`src/rtl/u32f_pkg.sv`:
```
// Package for the decimal ASCII formatter: FSM state type, command/status
// structs and fixed constants. No dependencies.
package u32f_pkg;

  localparam int unsigned DIGITS_MAX = 10;
  localparam int unsigned DIG_IDX_W  = 4;
  localparam logic [7:0]  ASCII_ZERO = 8'h30;
  localparam logic [31:0] RECIP_TEN  = 32'hCCCC_CCCD;
  localparam int unsigned RECIP_SHIFT = 35;

  typedef enum logic [1:0] {
    ST_IDLE,
    ST_CONV,
    ST_EMIT
  } fsm_state_t;

  typedef struct packed {
    logic load;
    logic conv_step;
    logic emit;
  } ctl_cmd_t;

  typedef struct packed {
    logic conv_done;
    logic out_free;
    logic item_last;
  } dp_sts_t;

endpackage

```
`src/rtl/u32f_ctrl.sv`:
```
// Controller FSM for the decimal ASCII formatter.
// Depends on u32f_pkg; drives the datapath by command, reads its status.
module u32f_ctrl (
  input  logic               clk,
  input  logic               rst_n,
  input  logic               in_tvalid,
  output logic               in_tready,
  input  u32f_pkg::dp_sts_t  sts,
  output u32f_pkg::ctl_cmd_t cmd
);
  import u32f_pkg::*;

  fsm_state_t state_r, state_nxt;

  always_ff @(posedge clk) begin
    if (!rst_n) begin
      state_r <= ST_IDLE;
    end else begin
      state_r <= state_nxt;
    end
  end

  always_comb begin
    state_nxt = state_r;
    case (state_r)
      ST_IDLE: begin
        if (in_tvalid) state_nxt = ST_CONV;
      end
      ST_CONV: begin
        if (sts.conv_done) state_nxt = ST_EMIT;
      end
      ST_EMIT: begin
        if (sts.out_free && sts.item_last) state_nxt = ST_IDLE;
      end
      default: state_nxt = ST_IDLE;
    endcase
  end

  always_comb begin
    in_tready     = 1'b0;
    cmd.load      = 1'b0;
    cmd.conv_step = 1'b0;
    cmd.emit      = 1'b0;
    case (state_r)
      ST_IDLE: begin
        in_tready = 1'b1;
        cmd.load  = in_tvalid;
      end
      ST_CONV: begin
        cmd.conv_step = 1'b1;
      end
      ST_EMIT: begin
        cmd.emit = sts.out_free;
      end
      default: begin
        in_tready = 1'b0;
      end
    endcase
  end

endmodule

```
`config.mk`:
```
export PLATFORM = sky130hd
export DESIGN_NAME = u32f_ctrl
export DESIGN_NICKNAME = d
export VERILOG_FILES = /design/src/rtl/u32f_pkg.sv /design/src/rtl/u32f_ctrl.sv
export SDC_FILE = /design/constraint.sdc
export NUM_CORES = 1
export LEC_CHECK = 0
export ABC_AREA = 0
export BUFFER_PORTS_ARGS = -buffer_cell sky130_fd_sc_hd__buf_2
export CAP_MARGIN = 20
export CORE_AREA = 10 10 47 49
export CTS_CLUSTER_SIZE = 40
export DETAILED_ROUTE_END_ITERATION = 6
export DIE_AREA = 0 0 57 59
export PLACE_DENSITY_LB_ADDON = 0.25
export SYNTH_ARGS = -nofsm -noshare
export SYNTH_HDL_FRONTEND = slang
export SYNTH_SLANG_ARGS = --single-unit
```
`constraint.sdc`:
```
create_clock -name clk -period 0.8 [get_ports clk]
set_input_delay 0.04 -clock clk [delete_from_list [all_inputs] [get_ports clk]]
set_output_delay 0.04 -clock clk [all_outputs]
set_load 0.005 [all_outputs]
```
==> summary.md, run 1 <==
| Metric | Value |
|---|---|
| Status | `complete, but fails checks` |
| Failing checks | `negative setup slack` |
| Critical Path RT | `0.76 ns` |
| First drt pass iteration count | `3` |
| Clk slew on worst S/H paths | `0.03 ns` |
| Reg-to-Reg End | `state_r[0]` |
| Period utilization | `118%` |
| Min-Delay Path Class | `in -> reg` |
| VDD IR max | `0.000422 V` |
| # hold bufs at CTS | `0` |
| CP Max Fanout | `4` |
| Crit-path cells | `nor2_4 -> and2_4 -> buf_6` |
| Fmax | `1060 MHz` |
| Worst setup SP type | `flip-flop` |
| Die area | `3360 um2` |
| Dpl ws | `-0.0203 ns` |
| Post-DP HPWL | `around 350 um` |
| Post-Route Utilization | `19.1%` |
| Count of cell types in the netlist | `11` |
| RSZ-0062 raised after global routing | `true` |
| CTS buffer count | `3` |
| Layout cell share with drive strength beyond 1 | `approximately three quarters` |
| Core Area | `1400 um2` |
| Max reg flops | `2` |
| Iter 0 DRT Violations | `1` |
| Synth Warn # | `0` |
| Final slew viol count | `0` |
| TritonCTS clock tree | `built` |
| I/O pin count | `10` |
| Crit. End Element | `primary output` |
| Final net count | `37` |
| Chip Height | `just under 60 um` |
| Starting Density | `8.66%` |
| Critical path launch point | `state_r[1]` |
| Vias/cell | `3.16` |
| WP data arrival | `slightly above 0.9 ns` |
| Most frequent cells in the layout | `6 x buf_2, 3 x clkbuf_4, 3 x buf_6, 3 x buf_4` |
| Fillers | `170` |
| First-pass GRT wire length | `approximately 680 um` |
| Worst slew pin tran | `0.130 ns` |
| Worst setup path class | `reg -> out` |
| Final WS setup | `-0.147 ns` |
| Storage element area | `around 48 um2` |
| GRT Util Overall | `around 2.9%` |
| Footprint of the multi-input gates | `approximately 88 um2` |
| Final Hold Vio Count | `0` |
| # diodes | `0` |
| H-tree lvl count | `1` |
| Row cnt | `14` |
| Post-Syn Area | `121 um2` |
| Pin count of the biggest net entering global routing | `6` |
| Final setup TNS | `-0.500 ns` |
| Pwr dens | `1660 nW/um2` |
| Grt total ovfl | `0` |
| Syn Nets | `20` |
| Wire per inst | `9.67 um` |
| Biggest regs | `state_r: 2 flops` |
| Minimum clock period | `0.947 ns` |
| Reg with most FFs | `state_r` |
| Crit path to | `cmd[2]` |
| Synth-to-layout area growth | `121%` |
| Post-Synthesis Cells | `14` |
| Dpl cells | `40` |
| R2R cell count | `3` |
| Clock tree sinks | `2` |
| Layout Skew | `around 0.0010 ns` |
| Crit path largest cell delay | `roughly 0.35 ns` |
| DRT Wirelength | `435 um` |
| Placer congestion estimate | `0.581` |
| Flops & latches, synth | `2` |
| Worst hold margin | `0.0644 ns` |
| Slowest cell on the critical path | `dfxtp_4` |
| Setup-failing EPs final | `6` |
| Worst skew pair latency | `0.22 ns` |
| Clock buffer depth | `2` |
| IO buf count | `9` |
| # DRC | `0` |
| Vias in the first global route | `163` |
| Initial antenna violation count | `0` |
| Root Buffer | `clkbuf_4` |
| Commonest non-fill, non-tap cell in the layout | `buf_2` |
| Vias | `around 140` |
| Max Cap Viol | `0` |
| Final std cells w/o fill | `45` |
| Worst R2R Start | `state_r[0]` |
| Number of antenna-violating nets in the routed design | `0` |
| Sequential area share after synthesis | `33.0%` |
| Die Wd | `57 um` |
| Slew HR | `about nine tenths` |
| Mean post-synth cell area | `8.67 um2` |
| P_leak | `about 0.13 nW` |
| Register-to-register path setup slack | `-0.04 ns` |
==> power by group <==
group	internal [W]	switching, W
sequential	0.000106	0.0000111
combinational	0.0000745	0.0000351
clock	0.000165	0.0000539
==> cell type report <==
type                       instances  area share (%)
multi-input combinational         11            32.7
timing repair buffer              12            32.2
sequential                         2            17.8
clock buffer                       3            8.41
tap                               16            7.48
inverter                           1            1.40
==> cells in the mapped netlist <==
master	n	area, um2
a21boi_2	1	11.3
nand3b_1	1	7.51
mux2i_1	1	10.0
nor3b_1	1	7.51
nor2_1	2	7.51
inv_1	1	3.75
nand2_2	1	6.26
nand2_1	2	7.51
nor2b_4	1	13.8
dfxtp_1	2	40.0
and2_1	1	6.26
==> per-layer routing <==
metal,global-route usage (%),part of all wire (%),vias up
li1,-,-,77
met1,2.96,48,55
met2,1.86,31,10
met3,3.86,20,0
met4,4.03,0,0
met5,0,0,-
==> kinds of logic after synthesis <==
kind of cell,count (synthesis),share of synthesized area (%)
compound gates,1,9.28
buf+inv,1,3.09
flops,2,33.0
mux,1,8.25
simple gates,9,46.4
==> what timing repair did <==
action,4_1_cts,5_1_grt
resized for setup,4,6
buffers inserted,1,1
setup endpoints to repair,5,4
cloned,0,0
pin swaps,0,1
==> worst max-delay path, delay by kind of cell (launching register included) <==
family / cells / cell delay (ns)
flops: 1 / 0.35
buf+inv: 1 / 0.08
simple gates: 2 / 0.25
==> per-stage QoR <==
step / area [um2] / power, W
6_report: 268 / 0.000445
5_1_grt: 268 / 0.000480
4_1_cts: 231 / 0.000434
3_5_place_dp: 194 / 0.000192
3_3_place_gp: 194 / 0.000193
2_1_floorplan: 121 / 0.000150
==> worst min-delay path by stage <==
stage | slack, ns | to | depth (start not counted) | startpoint
after floorplan | 0.16 | cmd[0] | 2 | sts[1]
after global routing | 0.07 | state_r[1] | 3 | sts[2]
final | 0.06 | state_r[1] | 2 | rst_n
after CTS | 0.05 | state_r[1] | 2 | rst_n
after detailed placement | 0.29 | state_r[1] | 2 | rst_n
after global placement | 0.29 | state_r[1] | 2 | rst_n
(Power assumes the default switching activity.)
==> run 2, diff against run 1 <==
==> constraint.sdc (replaced) <==
create_clock -name clk -period 1.1 [get_ports clk]
set_input_delay 0.055 -clock clk [delete_from_list [all_inputs] [get_ports clk]]
set_output_delay 0.055 -clock clk [all_outputs]
set_load 0.005 [all_outputs]
==> run 2 against run 1 <==
Against the previous run:
- the flow now finishes without violations
- power shrank 34%
- final area fell by 21%
- highest routed layer unchanged
- die area stayed put
==> summary.md, run 2 (same netlist as run 1, synthesis figures left out) <==
| Metric | Value |
|---|---|
| Status | `complete, no violations (was complete, but fails checks)` |
| Fillers | `164 (was 170)` |
| Min-delay src | `rst_n (unchanged)` |
| Reg-to-Reg End | `state_r[0] (unchanged)` |
| GRT Util Overall | `2.81% (was 2.89%)` |
| Iter 0 DRT Violations | `7 (was 1)` |
| Crit-path cells | `nor2_1 -> and2_1 -> buf_2 (was nor2_4 -> and2_4 -> buf_6)` |
| Starting Density | `8.66% (unchanged)` |
| Register-to-register path setup slack | `0.35 ns (was -0.04 ns)` |
| R2R cell count | `2 (was 3)` |
| Clock tree sinks | `2 (unchanged)` |
| Most frequent cells in the layout | `9 x buf_2, 3 x clkbuf_4, 2 x nor2_1, 2 x nand2_1, 2 x dfxtp_2 (was 6 x buf_2, 3 x clkbuf_4, 3 x buf_6, 3 x buf_4)` |
| Fmax | `1010 MHz` |
| Synth-to-layout area growth | `74.2% (was 121%)` |
| I/O pin count | `10 (unchanged)` |
| Worst slew pin tran | `0.147 ns (was 0.130 ns)` |
| Wire per inst | `10.1 um (was 9.67 um)` |
| Layout Skew | `0.00273 ns (was 0.000998 ns)` |
| Slew HR | `89.9% (was 91.1%)` |
| Dpl ws | `0.280 ns (was -0.0203 ns)` |
| Final setup TNS | `0 ns (was -0.500 ns)` |
| Row cnt | `14 (unchanged)` |
| Design Area, Final | `211 um2 (was 268 um2)` |
| Hold path endpoint | `state_r[1] (unchanged)` |
| Vias/cell | `3.19 (was 3.16)` |
| Grt total ovfl | `0 (unchanged)` |
| Worst setup path class | `reg -> out (unchanged)` |
| Worst setup SP type | `flip-flop (unchanged)` |
| DRT Wirelength | `425 um (was 435 um)` |
| First-pass GRT wire length | `683 um (was 676 um)` |
| Vias in the first global route | `143 (was 163)` |
| Crit path largest cell delay | `0.37 ns (was 0.35 ns)` |
| Pin count of the biggest net entering global routing | `6 (unchanged)` |
| Worst R2R Start | `state_r[0] (unchanged)` |
| Commonest non-fill, non-tap cell in the layout | `buf_2 (unchanged)` |
| Footprint of the multi-input gates | `77.6 um2 (was 87.6 um2)` |
| H-tree lvl count | `1 (unchanged)` |
| Worst skew pair latency | `0.22 ns (about the same)` |
| RSZ-0062 raised after global routing | `false (was true)` |
| Die Wd | `57 um (unchanged)` |
| Biggest regs | `state_r: 2 flops (unchanged)` |
| CTS buffer count | `3 (unchanged)` |
| Area after DPL | `186 um2 (was 194 um2)` |
| Initial antenna violation count | `0 (unchanged)` |
| Minimum clock period | `0.988 ns` |
| Final net count | `34 (was 37)` |
| VDD IR max | `0.000537 V (was 0.000422 V)` |
| Crit. End Element | `primary output (unchanged)` |
| Setup-failing EPs final | `0 (was 6)` |
| Clk slew on worst S/H paths | `0.03 ns (about the same)` |
| CP bufs+invs | `1 (unchanged)` |
| Max reg flops | `2 (unchanged)` |
| Vias | `134 (was 142)` |
| CP delay by family, top | `flip-flops (unchanged)` |
| Placer congestion estimate | `0.637 (was 0.581)` |
| Storage element area | `42.5 um2 (was 47.5 um2)` |
| Pwr dens | `1400 nW/um2 (was 1660 nW/um2)` |
| Min-Delay Path Class | `in -> reg (unchanged)` |
| Max Cap Viol | `0 (unchanged)` |
| Worst hold margin | `0.0785 ns (was 0.0644 ns)` |
| WP data arrival | `0.93 ns (was 0.91 ns)` |
| Layout cell share with drive strength beyond 1 | `65.4% (was 75.9%)` |
| IO buf count | `9 (unchanged)` |
| First drt pass iteration count | `4 (was 3)` |
| Clock buffer depth | `2 (unchanged)` |
| P_leak | `0.100 nW (was 0.126 nW)` |
| # DRC | `0 (unchanged)` |
| Final slew viol count | `0 (unchanged)` |
| Period utilization | `89.8%` |
| Number of antenna-violating nets in the routed design | `0 (unchanged)` |
| Final WS setup | `0.112 ns (was -0.147 ns)` |
| Chip Height | `59 um (unchanged)` |
| TritonCTS clock tree | `built (unchanged)` |
| Critical Path RT | `1.04 ns (was 0.76 ns)` |
| Root Buffer | `clkbuf_4 (unchanged)` |
| # diodes | `0 (unchanged)` |
| Final Hold Vio Count | `0 (unchanged)` |
| Slowest cell on the critical path | `dfxtp_2 (was dfxtp_4)` |
| CP Max Fanout | `5 (was 4)` |
| Hold Path Depth | `2 (unchanged)` |
| Reg with most FFs | `state_r (unchanged)` |
| Die area | `3360 um2 (unchanged)` |
| Core Area | `1400 um2 (unchanged)` |
| Post-CTS setup buffers | `0 (was 1)` |
[run 2: cell count changes in the layout (fill, tap and decap cells not counted), moves of 2 or more]
cell     before  now
buf_2         6    9
buf_4         3    0
buf_6         3    0
dfxtp_2       0    2
dfxtp_4       2    0
[run 2: what timing repair did]
action	4_1_cts	5_1_grt
resized for setup	0	2
setup endpoints to repair	0	1
hold buffers	0	0
endpoints found under the hold margin	0	0
[run 2: power breakdown]
group,leakage [nW],internal [W],switching (W)
Sequential,0.0172,0.0000790,0.00000701
Clock,0.0138,0.000120,0.0000404
Combinational,0.0691,0.0000283,0.0000202
Total,0.100,0.000228,0.0000677
[run 2: through the flow]
step	cells	power, W	utilization [%]
floorplan	14	0.000109	-
global placement	39	0.000135	13.3
detailed placement	39	0.000134	13.3
CTS	42	0.000303	14.9
global route	42	0.000322	15.1
finish	42	0.000295	15.1
[run 2: how the worst max path moves through the flow]
stage	slack, ns	start	endpoint	cells after the start
floorplan	0.33	state_r[0]	state_r[1]	3
global route	0.02	state_r[0]	cmd[2]	3
CTS	0.04	state_r[1]	cmd[2]	3
finish	0.11	state_r[1]	cmd[2]	3
detailed placement	0.28	state_r[1]	cmd[2]	3
global placement	0.27	state_r[1]	cmd[2]	3
[run 2: final cells by class]
type | instances | share of cell area [%]
inverters | 1 | 1.78
multi-input cells | 11 | 36.7
clock buffers | 3 | 10.7
well taps | 16 | 9.47
repair buffers | 9 | 21.3
flip-flops and latches | 2 | 20.1
[run 2: per-layer routing]
metal | GRT usage [%] | share of wire (%) | up-vias
li1 | - | - | 69
met1 | 3.55 | 55 | 53
met2 | 1.86 | 21 | 12
met3 | 4.94 | 24 | 0
met4 | 0 | 0 | 0
met5 | 0 | 0 | -
